**src/design/itoa_pkg.sv**
```systemverilog
// Package for the radix integer-to-ASCII converter.
// Holds the fixed field widths, character constants and small helper functions.
// Depends on nothing; the interfaces, the top level, the front end and the back end import it.
`default_nettype none

package itoa_pkg;

  // Fixed field widths of the channels and the radix register.
  localparam int IN_W    = 32;
  localparam int RADIX_W = 6;
  localparam int DIGIT_W = 6;
  localparam int CHAR_W  = 7;

  // Radix limits and reset value.
  localparam int RADIX_MIN   = 2;
  localparam int RADIX_MAX   = 36;
  localparam int RADIX_RESET = 10;

  // Character mapping constants.
  localparam int ASCII_ZERO = 48;
  localparam int ASCII_A    = 65;
  localparam int DECIMAL    = 10;

  // Dividend bits retired per cycle by the restoring divider.
  localparam int DIV_STEPS = 8;

  // Front-end converter states.
  typedef enum logic {
    ST_IDLE,
    ST_DIVIDE
  } front_state_t;

  // Clamp the programmed radix into the supported range.
  function automatic logic [RADIX_W-1:0] eff_radix(input logic [RADIX_W-1:0] r);
    logic [RADIX_W-1:0] res;
    if (r < RADIX_W'(RADIX_MIN)) begin
      res = RADIX_W'(RADIX_MIN);
    end else if (r > RADIX_W'(RADIX_MAX)) begin
      res = RADIX_W'(RADIX_MAX);
    end else begin
      res = r;
    end
    return res;
  endfunction

  // Map a digit value to its uppercase ASCII character.
  function automatic logic [CHAR_W-1:0] digit_char(input logic [DIGIT_W-1:0] d);
    logic [CHAR_W-1:0] res;
    if (d >= DIGIT_W'(DECIMAL)) begin
      res = CHAR_W'(d) + CHAR_W'(ASCII_A - DECIMAL);
    end else begin
      res = CHAR_W'(d) + CHAR_W'(ASCII_ZERO);
    end
    return res;
  endfunction

endpackage

`default_nettype wire

```
**src/design/itoa_value_if.sv**
```systemverilog
// Input channel carrying one word to convert.
// Depends on itoa_pkg for the word width.
`default_nettype none

interface itoa_value_if import itoa_pkg::*; ();
  logic            valid;
  logic            ready;
  logic [IN_W-1:0] value;

  modport source (output valid, output value, input ready);
  modport sink (input valid, input value, output ready);
endinterface

`default_nettype wire

```
**src/design/itoa_char_if.sv**
```systemverilog
// Output channel carrying one ASCII character and its last-character flag.
// Depends on itoa_pkg for the character width.
`default_nettype none

interface itoa_char_if import itoa_pkg::*; ();
  logic              valid;
  logic              ready;
  logic [CHAR_W-1:0] character;
  logic              last_char;

  modport source (output valid, output character, output last_char, input ready);
  modport sink (input valid, input character, input last_char, output ready);
endinterface

`default_nettype wire

```
**src/design/radix_integer_to_ascii.sv**
```systemverilog
// Top level of the radix integer-to-ASCII converter.
// Depends on itoa_pkg, itoa_value_if, itoa_char_if, itoa_ram, itoa_front,
// itoa_queue and itoa_back.
//
//   Port      Kind       Payload                          Handshake
//   number    sink       value[31:0] unsigned word        valid/ready
//   text      source     character[6:0], last_char        valid/ready
//   radix_*   register   radix_wr_data[5:0] (reset 10)    radix_wr_en
//
// The converter takes a word, then works out each digit, least significant
// first, in an 8-step restoring divider. The emitter reads each digit from
// the RAM, then loads its character into the output register, and starts no
// new read while one is pending or the register is still held. Two RAM banks
// let one word convert while the previous one is emitted. Reset is synchronous
// and clears control state only; the digit RAM needs no clearing.
`default_nettype none

module radix_integer_to_ascii import itoa_pkg::*; #(
  parameter int VALUE_BITS = 32,
  parameter int MAX_DIGITS = 32
) (
  input  logic               clk,
  input  logic               rst,
  input  logic               radix_wr_en,
  input  logic [RADIX_W-1:0] radix_wr_data,
  itoa_value_if.sink         number,
  itoa_char_if.source        text
);

  localparam int IDX_W  = $clog2(MAX_DIGITS);
  localparam int CNT_W  = $clog2(MAX_DIGITS + 1);
  localparam int ADDR_W = IDX_W + 1;
  localparam int DEPTH  = 2 * (2 ** IDX_W);

  logic [RADIX_W-1:0] radix;
  logic               push;
  logic [CNT_W-1:0]   push_count;
  logic               pop;
  logic [CNT_W-1:0]   head_count;
  logic               q_nonempty;
  logic               q_full;
  logic               wr_en;
  logic [ADDR_W-1:0]  wr_addr;
  logic [DIGIT_W-1:0] wr_data;
  logic               rd_en;
  logic [ADDR_W-1:0]  rd_addr;
  logic [DIGIT_W-1:0] rd_data;

  // Radix configuration register.
  always_ff @(posedge clk) begin
    if (rst) begin
      radix <= RADIX_W'(RADIX_RESET);
    end else if (radix_wr_en) begin
      radix <= radix_wr_data;
    end
  end

  // Digit conversion.
  itoa_front #(
    .VALUE_BITS (VALUE_BITS),
    .MAX_DIGITS (MAX_DIGITS)
  ) u_front (
    .clk        (clk),
    .rst        (rst),
    .number     (number),
    .radix      (radix),
    .q_full     (q_full),
    .push       (push),
    .push_count (push_count),
    .wr_en      (wr_en),
    .wr_addr    (wr_addr),
    .wr_data    (wr_data)
  );

  // Queue of finished digit strings.
  itoa_queue #(
    .CNT_W (CNT_W)
  ) u_queue (
    .clk        (clk),
    .rst        (rst),
    .push       (push),
    .push_count (push_count),
    .pop        (pop),
    .head_count (head_count),
    .nonempty   (q_nonempty),
    .full       (q_full)
  );

  // Two-bank digit store.
  itoa_ram #(
    .WIDTH (DIGIT_W),
    .DEPTH (DEPTH)
  ) u_digits (
    .clk     (clk),
    .wr_en   (wr_en),
    .wr_addr (wr_addr),
    .wr_data (wr_data),
    .rd_en   (rd_en),
    .rd_addr (rd_addr),
    .rd_data (rd_data)
  );

  // Character emission.
  itoa_back #(
    .MAX_DIGITS (MAX_DIGITS)
  ) u_back (
    .clk        (clk),
    .rst        (rst),
    .q_nonempty (q_nonempty),
    .head_count (head_count),
    .pop        (pop),
    .rd_en      (rd_en),
    .rd_addr    (rd_addr),
    .rd_data    (rd_data),
    .text       (text)
  );

endmodule

`default_nettype wire

```
**src/design/itoa_ram.sv**
```systemverilog
// Generic simple dual-port RAM: one write port, one read port, registered read.
// No dependencies.
`default_nettype none

module itoa_ram #(
  parameter int WIDTH = 6,
  parameter int DEPTH = 64
) (
  input  logic                     clk,
  input  logic                     wr_en,
  input  logic [$clog2(DEPTH)-1:0] wr_addr,
  input  logic [WIDTH-1:0]         wr_data,
  input  logic                     rd_en,
  input  logic [$clog2(DEPTH)-1:0] rd_addr,
  output logic [WIDTH-1:0]         rd_data
);

  logic [WIDTH-1:0] mem [DEPTH];

  // Write port and registered read port.
  always_ff @(posedge clk) begin
    if (wr_en) begin
      mem[wr_addr] <= wr_data;
    end
    if (rd_en) begin
      rd_data <= mem[rd_addr];
    end
  end

endmodule

`default_nettype wire

```
**src/design/itoa_front.sv**
```systemverilog
// Front end: accepts a word and produces its digits, least significant first,
// with an eight-bit-per-cycle restoring divider; writes them to one RAM bank.
// Depends on itoa_pkg and itoa_value_if.
`default_nettype none

module itoa_front import itoa_pkg::*; #(
  parameter int VALUE_BITS = 32,
  parameter int MAX_DIGITS = 32
) (
  input  logic                            clk,
  input  logic                            rst,
  itoa_value_if.sink                      number,
  input  logic [RADIX_W-1:0]              radix,
  input  logic                            q_full,
  output logic                            push,
  output logic [$clog2(MAX_DIGITS+1)-1:0] push_count,
  output logic                            wr_en,
  output logic [$clog2(MAX_DIGITS):0]     wr_addr,
  output logic [DIGIT_W-1:0]              wr_data
);

  localparam int IDX_W = $clog2(MAX_DIGITS);
  localparam int CNT_W = $clog2(MAX_DIGITS + 1);
  localparam int CYC   = (VALUE_BITS + DIV_STEPS - 1) / DIV_STEPS;
  localparam int CYC_W = (CYC > 1) ? $clog2(CYC) : 1;
  localparam int PAD_W = CYC * DIV_STEPS;

  front_state_t       state, state_next;
  logic [PAD_W-1:0]   sh, sh_n;
  logic [DIGIT_W-1:0] rem, rem_n;
  logic [CYC_W-1:0]   cyc_cnt;
  logic [CNT_W-1:0]   dcount;
  logic               wbank;
  logic [RADIX_W-1:0] r_eff;
  logic               accept;
  logic               digit_end;
  logic               done;

  // Eight restoring division steps on the shifting dividend/quotient word.
  always_comb begin
    logic [DIGIT_W:0] trial;
    sh_n  = sh;
    rem_n = rem;
    for (int i = 0; i < DIV_STEPS; i++) begin
      trial = {rem_n, sh_n[PAD_W-1]};
      sh_n  = {sh_n[PAD_W-2:0], 1'b0};
      if (trial >= {1'b0, r_eff}) begin
        rem_n   = DIGIT_W'(trial - {1'b0, r_eff});
        sh_n[0] = 1'b1;
      end else begin
        rem_n = DIGIT_W'(trial);
      end
    end
  end

  assign accept    = number.valid && number.ready;
  assign digit_end = (cyc_cnt == CYC_W'(CYC - 1));
  assign done      = (sh_n == '0) || (dcount == CNT_W'(MAX_DIGITS - 1));

  // State register.
  always_ff @(posedge clk) begin
    if (rst) begin
      state <= ST_IDLE;
    end else begin
      state <= state_next;
    end
  end

  // Next state and control outputs.
  always_comb begin
    state_next   = state;
    number.ready = 1'b0;
    wr_en        = 1'b0;
    push         = 1'b0;
    unique case (state)
      ST_IDLE: begin
        number.ready = !q_full;
        if (number.valid && !q_full) begin
          state_next = ST_DIVIDE;
        end
      end
      ST_DIVIDE: begin
        if (digit_end) begin
          wr_en = 1'b1;
          if (done) begin
            push       = 1'b1;
            state_next = ST_IDLE;
          end
        end
      end
      default: state_next = ST_IDLE;
    endcase
  end

  assign wr_addr    = {wbank, dcount[IDX_W-1:0]};
  assign wr_data    = rem_n;
  assign push_count = dcount + CNT_W'(1);

  // Bank pointer toggles each time a finished digit string is queued.
  always_ff @(posedge clk) begin
    if (rst) begin
      wbank <= 1'b0;
    end else if (push) begin
      wbank <= !wbank;
    end
  end

  // Divider datapath.
  always_ff @(posedge clk) begin
    if (accept) begin
      sh      <= PAD_W'(VALUE_BITS'(number.value));
      rem     <= '0;
      cyc_cnt <= '0;
      dcount  <= '0;
      r_eff   <= eff_radix(radix);
    end else if (state == ST_DIVIDE) begin
      sh <= sh_n;
      if (digit_end) begin
        rem     <= '0;
        cyc_cnt <= '0;
        dcount  <= dcount + CNT_W'(1);
      end else begin
        rem     <= rem_n;
        cyc_cnt <= cyc_cnt + CYC_W'(1);
      end
    end
  end

  // A digit is never written past the end of its bank.
  a_digit_in_range: assert property (@(posedge clk) disable iff (rst)
    wr_en |-> dcount < CNT_W'(MAX_DIGITS))
    else $error("digit written beyond the bank");

  // A word is only taken when a bank is free for its digits.
  a_accept_free_bank: assert property (@(posedge clk) disable iff (rst)
    accept |-> !q_full)
    else $error("word accepted while both banks are in use");

endmodule

`default_nettype wire

```
**src/design/itoa_queue.sv**
```systemverilog
// Two-entry queue of digit counts between the converter and the emitter.
// Each entry owns one RAM bank; banks alternate with the entries.
// No dependencies.
`default_nettype none

module itoa_queue #(
  parameter int CNT_W = 6
) (
  input  logic             clk,
  input  logic             rst,
  input  logic             push,
  input  logic [CNT_W-1:0] push_count,
  input  logic             pop,
  output logic [CNT_W-1:0] head_count,
  output logic             nonempty,
  output logic             full
);

  logic [CNT_W-1:0] slot [2];
  logic             wptr;
  logic             rptr;
  logic [1:0]       fill;

  assign head_count = slot[rptr];
  assign nonempty   = (fill != 2'd0);
  assign full       = (fill == 2'd2);

  // Pointers and fill level.
  always_ff @(posedge clk) begin
    if (rst) begin
      wptr <= 1'b0;
      rptr <= 1'b0;
      fill <= 2'd0;
    end else begin
      if (push) begin
        wptr <= !wptr;
      end
      if (pop) begin
        rptr <= !rptr;
      end
      if (push && !pop) begin
        fill <= fill + 2'd1;
      end else if (pop && !push) begin
        fill <= fill - 2'd1;
      end
    end
  end

  // Entry storage.
  always_ff @(posedge clk) begin
    if (push) begin
      slot[wptr] <= push_count;
    end
  end

  a_no_overflow: assert property (@(posedge clk) disable iff (rst)
    push |-> !full)
    else $error("push into a full queue");

  a_no_underflow: assert property (@(posedge clk) disable iff (rst)
    pop |-> nonempty)
    else $error("pop from an empty queue");

endmodule

`default_nettype wire

```
**src/design/itoa_back.sv**
```systemverilog
// Back end: reads a queued digit string from its RAM bank in reverse order
// and presents each digit as an ASCII character in an output register.
// Depends on itoa_pkg and itoa_char_if.
`default_nettype none

module itoa_back import itoa_pkg::*; #(
  parameter int MAX_DIGITS = 32
) (
  input  logic                            clk,
  input  logic                            rst,
  input  logic                            q_nonempty,
  input  logic [$clog2(MAX_DIGITS+1)-1:0] head_count,
  output logic                            pop,
  output logic                            rd_en,
  output logic [$clog2(MAX_DIGITS):0]     rd_addr,
  input  logic [DIGIT_W-1:0]              rd_data,
  itoa_char_if.source                     text
);

  localparam int IDX_W = $clog2(MAX_DIGITS);
  localparam int CNT_W = $clog2(MAX_DIGITS + 1);

  logic              rbank;
  logic [CNT_W-1:0]  kidx;
  logic              rd_pend;
  logic              rd_last;
  logic              ovalid;
  logic [CHAR_W-1:0] ochar;
  logic              olast;
  logic              out_fire;
  logic              last_issue;
  logic [CNT_W-1:0]  pos;

  assign out_fire   = ovalid && text.ready;
  assign rd_en      = q_nonempty && !rd_pend && (!ovalid || out_fire);
  assign last_issue = (kidx == head_count - CNT_W'(1));
  assign pos        = head_count - CNT_W'(1) - kidx;
  assign rd_addr    = {rbank, pos[IDX_W-1:0]};
  assign pop        = rd_en && last_issue;

  // Read sequencing over the digit string, most significant digit first.
  always_ff @(posedge clk) begin
    if (rst) begin
      rbank   <= 1'b0;
      kidx    <= '0;
      rd_pend <= 1'b0;
    end else begin
      rd_pend <= rd_en;
      if (rd_en) begin
        if (last_issue) begin
          kidx  <= '0;
          rbank <= !rbank;
        end else begin
          kidx <= kidx + CNT_W'(1);
        end
      end
    end
  end

  // Output register valid flag.
  always_ff @(posedge clk) begin
    if (rst) begin
      ovalid <= 1'b0;
    end else if (rd_pend) begin
      ovalid <= 1'b1;
    end else if (out_fire) begin
      ovalid <= 1'b0;
    end
  end

  // Output payload, loaded when the RAM data arrives.
  always_ff @(posedge clk) begin
    if (rd_en) begin
      rd_last <= last_issue;
    end
    if (rd_pend) begin
      ochar <= digit_char(rd_data);
      olast <= rd_last;
    end
  end

  assign text.valid     = ovalid;
  assign text.character = ochar;
  assign text.last_char = olast;

  // Arriving RAM data always finds the output register free.
  a_capture_free: assert property (@(posedge clk) disable iff (rst)
    rd_pend |-> !ovalid)
    else $error("read data overruns the output register");

  // The position counter stays inside the queued string.
  a_index_in_string: assert property (@(posedge clk) disable iff (rst)
    rd_en |-> kidx < head_count)
    else $error("read beyond the queued digit count");

endmodule

`default_nettype wire

```
**src/flat_wrapper.sv**
```systemverilog
// flat-port wrapper written by rule: the top's interface ports become plain ports
module radix_integer_to_ascii_flat import itoa_pkg::*;
#(
  parameter int VALUE_BITS = 32,
  parameter int MAX_DIGITS = 32
)
  (clk, rst, radix_wr_en, radix_wr_data, number_valid, number_value, number_ready, text_valid, text_character, text_last_char, text_ready);
  itoa_value_if number_i ();
  itoa_char_if text_i ();
  input  logic clk;
  input  logic rst;
  input  logic radix_wr_en;
  input  logic [RADIX_W-1:0] radix_wr_data;
  input wire logic [$bits(number_i.valid)-1:0] number_valid;
  input wire logic [$bits(number_i.value)-1:0] number_value;
  output wire logic [$bits(number_i.ready)-1:0] number_ready;
  output wire logic [$bits(text_i.valid)-1:0] text_valid;
  output wire logic [$bits(text_i.character)-1:0] text_character;
  output wire logic [$bits(text_i.last_char)-1:0] text_last_char;
  input wire logic [$bits(text_i.ready)-1:0] text_ready;
  assign number_i.valid = number_valid;
  assign number_i.value = number_value;
  assign number_ready = number_i.ready;
  assign text_valid = text_i.valid;
  assign text_character = text_i.character;
  assign text_last_char = text_i.last_char;
  assign text_i.ready = text_ready;
  radix_integer_to_ascii #(.VALUE_BITS(VALUE_BITS), .MAX_DIGITS(MAX_DIGITS)) u_core (.clk(clk), .rst(rst), .radix_wr_en(radix_wr_en), .radix_wr_data(radix_wr_data), .number(number_i), .text(text_i));
endmodule
```
**config.mk**
```make
export PLATFORM = sky130hd
export DESIGN_NAME = radix_integer_to_ascii_flat
export DESIGN_NICKNAME = d
export VERILOG_FILES = /design/src/design/itoa_pkg.sv /design/src/design/itoa_value_if.sv /design/src/design/itoa_char_if.sv /design/src/design/radix_integer_to_ascii.sv /design/src/design/itoa_ram.sv /design/src/design/itoa_front.sv /design/src/design/itoa_queue.sv /design/src/design/itoa_back.sv /design/src/flat_wrapper.sv
export SDC_FILE = /design/constraint.sdc
export NUM_CORES = 1
export LEC_CHECK = 0
export ABC_AREA = 1
export CAP_MARGIN = 20
export CORE_AREA = 2 2 148 294
export DETAILED_ROUTE_END_ITERATION = 10
export DIE_AREA = 0 0 150 296
export DONT_BUFFER_PORTS = 1
export PLACE_DENSITY_LB_ADDON = 0.12
export SLEW_MARGIN = 20
export SYNTH_ARGS = -nofsm -noshare
export SYNTH_HDL_FRONTEND = slang
export SYNTH_SLANG_ARGS = --single-unit
```
**constraint.sdc**
```tcl
create_clock -name clk -period 18.1 [get_ports clk]
set_input_delay 0.905 -clock clk [delete_from_list [all_inputs] [get_ports clk]]
set_output_delay 0.905 -clock clk [all_outputs]
set_load 0.01 [all_outputs]
```
==> results list, run 1 <==
- The die is about 300 microns tall.
- Hold is met by around 0.4 ns.
- In this run the register-to-register setup slack is about 3.8 ns.
- In this design, the critical path's most frequently occurring cell is sky130_fd_sc_hd__nand2_1.
* Count of H-tree levels built during CTS: 2
- In this run the count of I/O pins placed on the die edge is 53.
- Clock tree synthesis inserted a total of 43 buffers.
- Summing the areas of all fa, ha and maj instances in the mapped netlist gives under 10% of the synthesized area.
- Sequential cells were found to cover 62.22% of the synthesized design area.
* Worst stage delay on the critical path: 0.63 ns
- For this design, the sink count on the clock tree is slightly below 500.
- The floorplan step defined a die boundary enclosing ~0.044 sq mm.
- Measured slew at the worst slew-check pin: 0.9860 ns
- Number of flops mapped to enable cells by yosys: around 450
- Worst Setup Path Type: reg2reg
- The initial utilization of the core area, before any placement, comes to about 54%.
- TritonCTS built the clock tree.
- The total overflow left after global routing is 0.
- Clock-pin slew was measured on the worst setup and hold paths at around 0.07 ns.
- Die boundary width: 150 microns
- Routability-driven placement finished with a final weighted congestion of slightly below 0.9.
- Number of nets with antenna violations after detailed routing: 0
- Based on the critical path, the design can be clocked at up to 69.69 MHz.
* Required @ worst endpoint: 18.36 ns
- Cells fill 58.76% of the core in the end.
- Global-route wire length before repair: 79440 microns
* Worst flop-to-flop path endpoint: u_core.u_digits.mem[26][5]
- The routed design has around 52000 microns of wire.
* Count of filler cells inserted in the layout: ~3600
* Number of setup violations in the final report: 0
- The synthesized netlist devotes 1.842% of its cell area to XOR and XNOR gates.
- The synthesized netlist occupies a cell area of between 0.02 and 0.025 sq mm.
* Overall Global Routing Usage: 23.40%
- In this run the standard cell core region covers 0.04231 sq mm.
- Entering global routing, the biggest net connects approximately 140 pins.
* Longest Clk Path Bufs: 3
- Yosys printed 0 warnings.
* DRC viols: 0
- Type of the most critical hold path: in2reg
* R2R Path Start: u_core.u_front.r_eff[1]
* Post-detailed-route wirelength per cell: just under 20 microns
- Main combinational cell family by area after synthesis: simple AND/OR/NAND/NOR gates
- Number of diodes added for antenna fixing: 0
- Setup repair after global routing left no endpoint under its margin.
* R2r worst-path depth: 82
* First DRT Iteration DRCs: ~1300
- The synthesized netlist devotes between 9 and 10% of its cell area to compound gates.
- The root buffer cell chosen for the clock tree is sky130_fd_sc_hd__clkbuf_16.
- Async set or reset register ratio after synthesis: 0%
* Total area of sequential cells: between 0.01 and 0.015 sq mm
- Dividing the detail-routed via count by the number of cells gives roughly 5.7.
- For this run, the leading register cell type out of synthesis is sky130_fd_sc_hd__edfxtp_1.
* Cells resized by post-CTS repair: 0
- Min Clock Period, post-route: ~14 ns
- Status: complete, no violations
* Hold Violations, Final: 0
* Crit start category: flop
- For the worst-skew pair, the clock arrives at the later sink with an insertion delay of between 0.5 and 0.6 ns.
- Buffers added to address setup during post-CTS repair amount to 0.
- Multi-input logic area: 0.007802 sq mm
* Crit. End Element: flop
- In the synthesized netlist, mux cells make up under 10% of the area.
- FF+latch count, synth: roughly 490
- In the finished design, the share of the clock period the worst path needs comes to roughly 79%.
* Net total in the final layout: ~2100
- Relative to the synthesized area, the layout overhead comes to 8.901%.
* Estimated wirelength of the detail-placed design: between 30000 and 40000 microns
- The netlist uses 50 different library cells.
* Leading cell type in the layout, fill and taps excluded: sky130_fd_sc_hd__edfxtp_1
* Slowest-stage cell, CP: sky130_fd_sc_hd__edfxtp_1
* Hold path start: rst
- Number of detailed-routing iterations run before antenna repair: 6
- For this block, the via count after detailed routing is around 15000.
- Clock skew on the completed layout was measured at 0.02309 ns.
- The count of pins over their slew limit was 0.
- Summed over all failing endpoints, the final setup total negative slack is 0 ns.
- Floorplan row count: about 110
- The initial antenna violation count is 1.
- The synthesized netlist devotes between 10% and 20% of its cell area to simple gates.
* Leading cell types in the layout, fill and taps excluded: sky130_fd_sc_hd__edfxtp_1, sky130_fd_sc_hd__nor2_1, sky130_fd_sc_hd__nand2_1
- During placement, the flow inserted port buffers numbering 0.
* Post-synthesis instance total: 2060
- In this run, post-CTS hold repair placed 0 buffers.
- The number of global-route vias before repair came to between 10000 and 15000.
* Layout cell share with drive strength beyond 1: 9.724%
- Averaged over all synthesized cells, the footprint is about 11 sq um.
* Synthesized Nets: between 2000 and 2500
* Max transition margin: between 30% and 40%
- Arrival time worst endpoint: ~15 ns
* Count of maximum capacitance violations: 0
- Largest fanout on the critical path: 65
* Number of cells traversed by the worst hold path: 1
## layer usage
metal / part of all wire, % / routed length, microns / vias to the layer above / track usage (%)
met4: 3.2 / 1634 / 0 / 8.145
li1: - / - / 7238 / -
met5: 0 / 0 / - / 0
met3: 4.1 / 2142 / 82 / 2.338
met2: 49 / 25190 / 385 / 38.22
met1: 44 / 22900 / 7182 / 32.84
## cell type report
cell class,count,area share (%)
Sequential cell,485,57.14
Clock buffer,54,4.746
Inverter,143,2.200
Clock inverter,24,1.072
Multi-Input combinational cell,1340,31.39
Timing Repair Buffer,21,0.7147
Tap cell,545,2.743
## critical path, delay by kind of cell (launching register included)
kind,cells,cell delay [ns]
fa+ha+maj,8,2.77
flops,1,0.63
compound gates,30,5.20
buf+inv,13,2.13
simple gates,31,3.18
## per-stage QoR
stage,instance area [sq um],setup WS (ns),std cells
floorplan,22830,5.051,2060
global placement,23380,4.496,2533
detailed placement,23380,3.892,2533
CTS,24830,3.832,2611
global route,24860,2.143,2612
finish,24860,3.752,2612
## cells by family after synthesis
kind of cell             after synthesis
buffers and inverters                235
XOR/XNOR                              48
AND/OR/NAND/NOR                      833
flip-flops                           485
AO/OA/AOI/OAI                        336
multiplexers                          52
adder cells (fa/ha/maj)               71
## cell usage after synthesis, types with 2 or more instances
master / number / area, sq um
sky130_fd_sc_hd__o21ai_0: 142 / 710.7
sky130_fd_sc_hd__xor2_1: 30 / 262.8
sky130_fd_sc_hd__xnor2_1: 18 / 157.7
sky130_fd_sc_hd__o211ai_1: 4 / 30.03
sky130_fd_sc_hd__nor2_1: 397 / 1490
sky130_fd_sc_hd__nand3_2: 6 / 60.06
sky130_fd_sc_hd__o21a_1: 4 / 30.03
sky130_fd_sc_hd__edfxtp_1: 449 / 13480
sky130_fd_sc_hd__nand2_4: 6 / 67.56
sky130_fd_sc_hd__or2_2: 5 / 31.28
sky130_fd_sc_hd__buf_1: 9 / 33.78
sky130_fd_sc_hd__nand3_4: 9 / 157.7
sky130_fd_sc_hd__nor3_1: 5 / 25.02
sky130_fd_sc_hd__a32o_1: 6 / 60.06
sky130_fd_sc_hd__inv_2: 3 / 11.26
sky130_fd_sc_hd__nor2_2: 2 / 12.51
sky130_fd_sc_hd__o21ai_1: 7 / 35.03
sky130_fd_sc_hd__inv_4: 2 / 12.51
sky130_fd_sc_hd__clkbuf_1: 80 / 300.3
sky130_fd_sc_hd__nand3_1: 75 / 375.4
sky130_fd_sc_hd__buf_6: 2 / 22.52
sky130_fd_sc_hd__nand4_1: 9 / 56.30
sky130_fd_sc_hd__a21oi_1: 42 / 210.2
sky130_fd_sc_hd__nor2_4: 3 / 33.78
sky130_fd_sc_hd__o21ai_2: 10 / 87.58
sky130_fd_sc_hd__dfxtp_1: 36 / 720.7
sky130_fd_sc_hd__nand2_1: 293 / 1100
sky130_fd_sc_hd__fa_1: 9 / 180.2
sky130_fd_sc_hd__inv_1: 138 / 518.0
sky130_fd_sc_hd__nand2_2: 8 / 50.05
sky130_fd_sc_hd__ha_1: 62 / 775.7
sky130_fd_sc_hd__a211oi_1: 3 / 22.52
sky130_fd_sc_hd__mux2_2: 49 / 551.8
sky130_fd_sc_hd__o32ai_1: 96 / 840.8
sky130_fd_sc_hd__mux2i_1: 3 / 30.03
sky130_fd_sc_hd__a31oi_1: 12 / 75.07
sky130_fd_sc_hd__nor4_1: 12 / 75.07
sky130_fd_sc_hd__a21oi_4: 2 / 32.53
## registers in the layout, summed over array words and instances (netlist names), named ones only
name                          count
u_core.u_front.cyc_cnt            2
u_core.u_back.text.valid          1
u_core.u_back.text.last_char      1
u_core.u_digits.mem             384
u_core.u_front.rem                6
u_core.u_back.kidx                6
u_core.u_queue.rptr               1
u_core.u_front.state              1
u_core.u_front.wbank              1
u_core.u_back.rbank               1
u_core.u_back.rd_last             1
u_core.u_digits.rd_data           6
u_core.u_queue.wptr               1
u_core.u_front.sh                32
u_core.u_front.r_eff              6
u_core.radix                      6
u_core.u_queue.fill               2
u_core.u_back.text.character      7
u_core.u_front.dcount             6
u_core.u_back.rd_pend             1
u_core.u_queue.slot              12
## how the worst max path moves through the flow
stage                                  from                          to  slack, ns
finish              u_core.u_front.r_eff[1]  u_core.u_digits.mem[26][5]       3.75
global placement    u_core.u_front.r_eff[1]  u_core.u_digits.mem[26][5]       4.50
detailed placement  u_core.u_front.r_eff[1]  u_core.u_digits.mem[26][5]       3.89
global route        u_core.u_front.r_eff[1]  u_core.u_digits.mem[10][5]       2.14
CTS                 u_core.u_front.r_eff[1]  u_core.u_digits.mem[26][5]       3.83
floorplan           u_core.u_front.r_eff[1]   u_core.u_digits.mem[0][3]       5.05
Power of run 1 is left out: the tool's default activity adds up to more than one toggle a clock period on the data nets, which glitch-free logic cannot reach.
==> inputs of run 2 (changes only) <==
ABC_AREA = 0   (was 1)
CORE_AREA = 2 2 147 292   (was 2 2 148 294)
DIE_AREA = 0 0 149 294   (was 0 0 150 296)
clock period = 12.6 ns   (was 18.1 ns; I/O delays follow)
==> results list, run 2 <==
- Status: finished, violations left
- Violated checks: setup timing
- Of all nets on the critical path, the largest fanout is 20.
- For this design the top-level I/O count stands at 53.
- For this run, the number of Yosys warnings is 0.
- Clock edge transition at the registers on the reported setup and hold paths: 0.07 ns
- Clock root cell: sky130_fd_sc_hd__clkbuf_16
- Type of the most critical hold path: in2reg
* Maximum number of pins on one net before global-route repair: 97
* Hold Violations, Final: 0
* Async set or reset register ratio after synthesis: 0%
- Max transition margin: 31.17%
- Crit path launch: u_core.u_front.r_eff[4]
- Subtracting the final worst setup slack from the clock period gives between 10 and 15 ns.
- Count of H-tree levels built during CTS: 2
- The largest total area in the synthesized netlist belongs to sky130_fd_sc_hd__edfxtp_1.
* Crit. End Element: flop
- Ranked by flip-flop count, first place goes to u_core.u_digits.mem.
* First DRT Iteration DRCs: around 780
- From left edge to right edge, the die measures between 100 and 150 microns.
* TritonCTS clock tree: yes
* Initial antenna violation count: 0
- In the routed layout, each cell is associated on average with a via count of a little under 6.
- DRC viols: 0
- The largest single stage delay on the critical path is around 0.41 ns.
- Clk Latency, worst-skew pair: 0.58 ns
- Post-synthesis instance total: about 1400
- Across all setup checks in the final design, the least slack found is -1.601 ns.
- Max-cap violations in this run came to 0.
- Buffers inserted during clock tree synthesis total 42.
- Hold path start: rst
- Of the cells placed in the final design, the portion with a size suffix greater than 1 is a little over a third.
* # hold bufs at CTS: 0
- Post-synthesis area per instance: 15.64 sq um
* Measured slew at the worst slew-check pin: about 1.0 ns
- Yosys instantiated no cell more often than sky130_fd_sc_hd__edfxtp_1.
* Number of global-route vias before repair: 14877
- Global-route wire length before repair: between 80000 and 90000 microns
* Synthesized Nets: approximately 1600
* Overall overflow remaining after global route: 0
* Max reg flops: around 380
* Leading cell type in the layout, fill and taps excluded: sky130_fd_sc_hd__edfxtp_1
* Routed wire length: slightly below 60000 microns
- Yosys attributes the largest share of cell area to sky130_fd_sc_hd__edfxtp_1, sky130_fd_sc_hd__mux4_2, sky130_fd_sc_hd__ha_1, sky130_fd_sc_hd__dfxtp_1, sky130_fd_sc_hd__mux2i_1.
- Overall Global Routing Usage: a little over a quarter
- The wire-length estimate of the detail-placed layout is 40710 microns.
* Number of distinct standard cells referenced by the synthesized netlist: a little under 80
- Before CTS, the worst setup slack after placement is -1.802 ns.
* Most instantiated cells after synthesis: sky130_fd_sc_hd__edfxtp_1, sky130_fd_sc_hd__nor2_1, sky130_fd_sc_hd__mux4_2
- Fmax: 70.42 MHz
- Worst Setup Path Type: reg2reg
- Number of diodes added for antenna fixing: 0
* Number of detailed-routing iterations run before antenna repair: 5
- For this run, the post-layout net count is roughly 1800.
* Total vias in the final route: 13738
- Of the synthesized area, sequential elements account for 63.06%.
- Number of max-slew violations in the final report: 0
- After detailed routing, the average wire length per cell comes to between 20 and 30 microns.
* Crit start category: flop
- # clock sinks: around 490
- Area share of the largest cell type after synthesis: about three fifths
- After floorplanning, the core was divided into 106 placement rows.
- Number of flops mapped to enable cells by yosys: around 450
- Core Footprint: between 0.04 and 0.05 sq mm
- From synthesis to final layout, the design area changed by 23.16%.
* Number of setup violations in the final report: 408
- The slowest stage of the critical path is the sky130_fd_sc_hd__a222oi_1 cell.
* Total Die Area: 0.04381 sq mm
* Final cycle utilization of the critical path: 112.7%
- Die Height: 294 microns
- Number of nets with antenna violations after detailed routing: 0
- At the worst endpoint, the required time is ~13 ns.
* Clock Skew: approximately 0.031 ns
* Cell seen most often among critical-path stages: sky130_fd_sc_hd__a21oi_2
* Dominant synthesized flop cell: sky130_fd_sc_hd__edfxtp_1
- After synthesis the netlist holds a flip-flop and latch count of between 400 and 500.
- Data arrives at the worst endpoint at about 14 ns.
- Leading cell types in the layout, fill and taps excluded: sky130_fd_sc_hd__edfxtp_1, sky130_fd_sc_hd__buf_4, sky130_fd_sc_hd__nor2_1
- Setup repair after global routing could not meet its margin everywhere.
* Number of port buffers: 0
- Last weighted congestion value of the routability-driven placer: 0.9291
* Longest Clk Path Bufs: 3
- Across all register-to-register paths, the minimum setup slack is -1.60 ns.
* Syn Std Cell Area: 0.02252 sq mm
- The startpoint identified for the worst register-to-register timing path is u_core.u_front.r_eff[4].
- Effective utilization at floorplan: a little over half
- Regs by FF count: u_core.u_digits.mem: 384 flops, u_core.u_front.sh: 32 flops, u_core.u_queue.slot: 12 flops
run 2: final cells by class:
cell class	instances	area, sq um
repair buffers	299	2860
multi-input cells	838	8443
well taps	540	675.6
clock buffers	50	1102
inverters	63	239.0
clock inverters	27	217.7
flip-flops and latches	485	14200
fillers	2900	13900
run 2: worst paths after layout:
check	endpoint	cells after the start
setup / recovery	u_core.u_digits.mem[55][4]	72
hold reg to reg	u_core.u_back.text.last_char	0
hold / removal	u_core.u_back.text.valid	1
setup reg to reg	u_core.u_digits.mem[55][4]	72
run 2: cell families (layout without fill, tap and decap cells):
group	Yosys count	count (layout)	synth area share [%]
AOI/OAI and AO/OA	194	194	6.355
xor gates and xnor gates	55	55	2.139
adders and majority gates	72	72	4.288
buffers and inverters	117	439	2.022
DFF	485	485	63.06
muxes	219	219	15.75
and+or+nand+nor	298	298	6.383
run 2: per-stage QoR:
step                utilization, %  hold slack, ns  area, sq um  cells  setup TNS [ns]
floorplan                        -          0.4003        22830   1440         -730.01
CTS                          65.63          0.1292        27330   2279         -471.38
detailed placement           60.12          0.4156        25040   2138         -690.39
global route                 66.61          0.1282        27740   2302         -922.79
global placement             60.12          0.4140        25040   2138         -581.83
finish                       66.61          0.1498        27740   2302         -606.86
run 2: routing by layer:
layer	global-route usage, %	vias up	routed length, microns
li1	-	6213	-
met1	25.56	6965	18470
met2	54.06	392	34550
met3	2.744	168	2007
met4	15.52	0	3935
met5	0	-	0
run 2: timing repair:
item	in CTS	in global routing
pin swaps	33	41
cloned	11	9
setup endpoints to repair	408	408
gates resized for setup	61	30
buffers inserted	54	16
run 2: worst max-delay path, delay by kind of cell (launching register included):
kind                       cells  cell delay [ns]
DFF                            1             0.39
adders and majority gates      8             2.16
muxes                          5             1.49
and+or+nand+nor               12             1.69
buffers and inverters          6             0.94
AOI/OAI and AO/OA             41             7.23
Power of run 2 is left out for the same reason.
==> inputs of run 3 (changes only) <==
CTS_BUF_LIST = sky130_fd_sc_hd__clkbuf_2   (was default)
clock period = 14.85 ns   (was 12.6 ns; I/O delays follow)
==> results list, run 3 (synthesis gave the netlist of run 2 again) <==
* Status: complete, no violations
* Crit start category: flop
* Number of nets with antenna violations after detailed routing: 0
- The worst setup path is captured at a flop.
* Largest fanout on the critical path: 7
- The longest clock path from root to sink contains 3 buffers.
* Net total in the final layout: between 1500 and 2000
- Arrival time worst endpoint: ~16 ns
- Overall Global Routing Usage: 26.36%
- Total Die Area: 0.04381 sq mm
- Required @ worst endpoint: ~16 ns
- Number of port buffers: 0
- The cell that appears most often on the critical path is sky130_fd_sc_hd__a21o_1.
- The later pin in the worst-skew pair is clocked with a latency of 1.09 ns.
- Layout cell share with drive strength beyond 1: between 30% and 40%
- Counting instances, the worst hold path has a depth of 3.
- Slowest-stage cell, CP: sky130_fd_sc_hd__dfxtp_1
- Global-route wire length before repair: approximately 83000 microns
- Routability-driven placement finished with a final weighted congestion of 0.9520.
- Max reg flops: around 380
* Regs by FF count: u_core.u_digits.mem: 384 flops, u_core.u_front.sh: 32 flops, u_core.u_queue.slot: 12 flops
- The HPWL after detailed placement is 39540 microns.
- Setup violations remaining at the end of the flow were counted as 0.
- The startpoint identified for the worst hold timing path is number_valid.
- TritonCTS built the clock tree.
- In this run the tightest slew margin relative to its limit is roughly 34%.
- The startpoint identified for the worst register-to-register timing path is u_core.u_front.rem[3].
- Hold Violations, Final: 0
- The worst setup path is of the reg2reg kind.
* Number of CTS-inserted buffers: 100
* Effective utilization at floorplan: ~54%
- Maximum number of pins on one net before global-route repair: 66
- Setup total negative slack on the finished layout was measured at 0 ns.
- Destination of the worst hold path: u_core.u_front.sh[0]
- Dividing the detail-routed wire length by the instance count gives approximately 25 microns.
* Register-to-Register Setup Slack: about 0.35 ns
- Leaving out fill and tap cells, the most frequent cell in the layout is sky130_fd_sc_hd__edfxtp_1.
- Vias per inst: 5.996
* Final instance area: about 0.026 sq mm
- Static timing analysis puts the maximum clock frequency at 68.96 MHz.
* Clock root cell: sky130_fd_sc_hd__clkbuf_2
- The first routing iteration left 722 violations.
- Clock Skew: 0.1242 ns
* Overall overflow remaining after global route: 0
- Core Footprint: between 0.04 and 0.05 sq mm
- The floorplan step set the die width to 149 microns.
* Measured slew at the worst slew-check pin: between 0.9 and 1 ns
* Die Height: ~290 microns
- DP Area: roughly 0.024 sq mm
* Routed wire length: ~57000 microns
- Count of maximum capacitance violations: 0
* Number of global-route vias before repair: 14480
* Clock edge transition at the registers on the reported setup and hold paths: around 0.13 ns
* Register with the most flip-flops: u_core.u_digits.mem
* Worst flop-to-flop path endpoint: u_core.u_queue.fill[1]
* Worst stage delay on the critical path: 0.45 ns
- Area added between synthesis and finish: 15.83%
- The worst path uses 97.65% of the clock period.
* Total vias in the final route: about 14000
- Number of max-slew violations in the final report: 0
- Min Clock Period, post-route: between 10 and 15 ns
* Initial antenna violation count: 1
* # clock sinks: about 490
- Count of H-tree levels built during CTS: 3
* DRC viols: 0
* Number of detailed-routing iterations run before antenna repair: 5
- Type of the most critical hold path: in2reg
- In this run the count of I/O pins placed on the die edge is 53.
- R2r worst-path depth: between 70 and 80
- The top cell types in the final layout, fill and taps aside, are sky130_fd_sc_hd__edfxtp_1, sky130_fd_sc_hd__clkbuf_2, sky130_fd_sc_hd__nor2_1.
- Floorplan row count: 106
-- run 3: cell types whose count changed in the layout (fill, tap and decap cells not counted), sizes merged, moves of 2 or more --
cell / delta
clkinv: +14
bufinv: +3
dlygate4sd3: +45
clkbuf: +75
diode: +2
buf: -174
-- run 3: through the flow --
| stage | hold WS (ns) | util (%) | setup WS, ns | cells |
|---|---|---|---|---|
| final | 0.2214 | 62.65 | 0.3496 | 2269 |
| after global routing | 0.1496 | 62.64 | -0.1534 | 2268 |
| after CTS | 0.1283 | 60.89 | 0.0002753 | 2223 |
| after detailed placement | 0.4088 | 57.11 | -0.4305 | 1993 |
| after global placement | 0.4037 | 57.08 | -0.2473 | 1993 |
| after floorplan | 0.4003 | - | 0.02427 | 1440 |
-- run 3: final cells by class --
class	count	area, sq um
Inverter	63	239.0
Clock inverter	44	322.8
Antenna cell	2	5.005
Sequential cell	485	14200
Fill cell	3207	15560
Multi-Input combinational cell	840	8591
Tap cell	540	675.6
Clock buffer	133	665.6
Timing Repair Buffer	162	1386
-- run 3: repair_timing --
item                                    in CTS  in global routing
gates cloned                                 0                  2
resized for setup                           16                 72
buffers inserted                             8                 42
hold buffers                                45                  0
endpoints found under the setup margin     406                408
pin swaps                                   12                 55
hold endpoints to repair                    54                  0
-- run 3: how the worst max path moves through the flow --
stage / endpoint / startpoint
2_1_floorplan: u_core.u_digits.mem[0][0] / u_core.u_front.r_eff[1]
3_3_place_gp: u_core.u_queue.fill[1] / u_core.u_front.r_eff[4]
3_5_place_dp: u_core.u_queue.fill[1] / u_core.u_front.r_eff[4]
4_1_cts: u_core.u_queue.fill[1] / u_core.u_front.r_eff[4]
5_1_grt: u_core.u_queue.fill[1] / u_core.u_front.sh[31]
6_report: u_core.u_queue.fill[1] / u_core.u_front.rem[3]
-- run 3: critical path: cells and delay by family, from the launching register on --
| kind | cells | cell delay [ns] |
|---|---|---|
| AOI/OAI and AO/OA | 39 | 7.11 |
| and+or+nand+nor | 16 | 2.59 |
| adders and majority gates | 9 | 2.42 |
| muxes | 4 | 1.08 |
| buffers and inverters | 5 | 0.68 |
| DFF | 1 | 0.45 |
| xor gates and xnor gates | 1 | 0.08 |
-- run 3: per-layer routing --
metal	vias to the layer above	share of wire, %	global-route usage (%)	wire length [microns]
met4	0	6.6	15.24	3767
met2	492	59	52.75	33640
met1	6796	30	23.79	17130
met3	201	4.5	4.558	2596
met5	-	0	0	0
li1	6115	-	-	-
Power of run 3 is left out for the same reason.
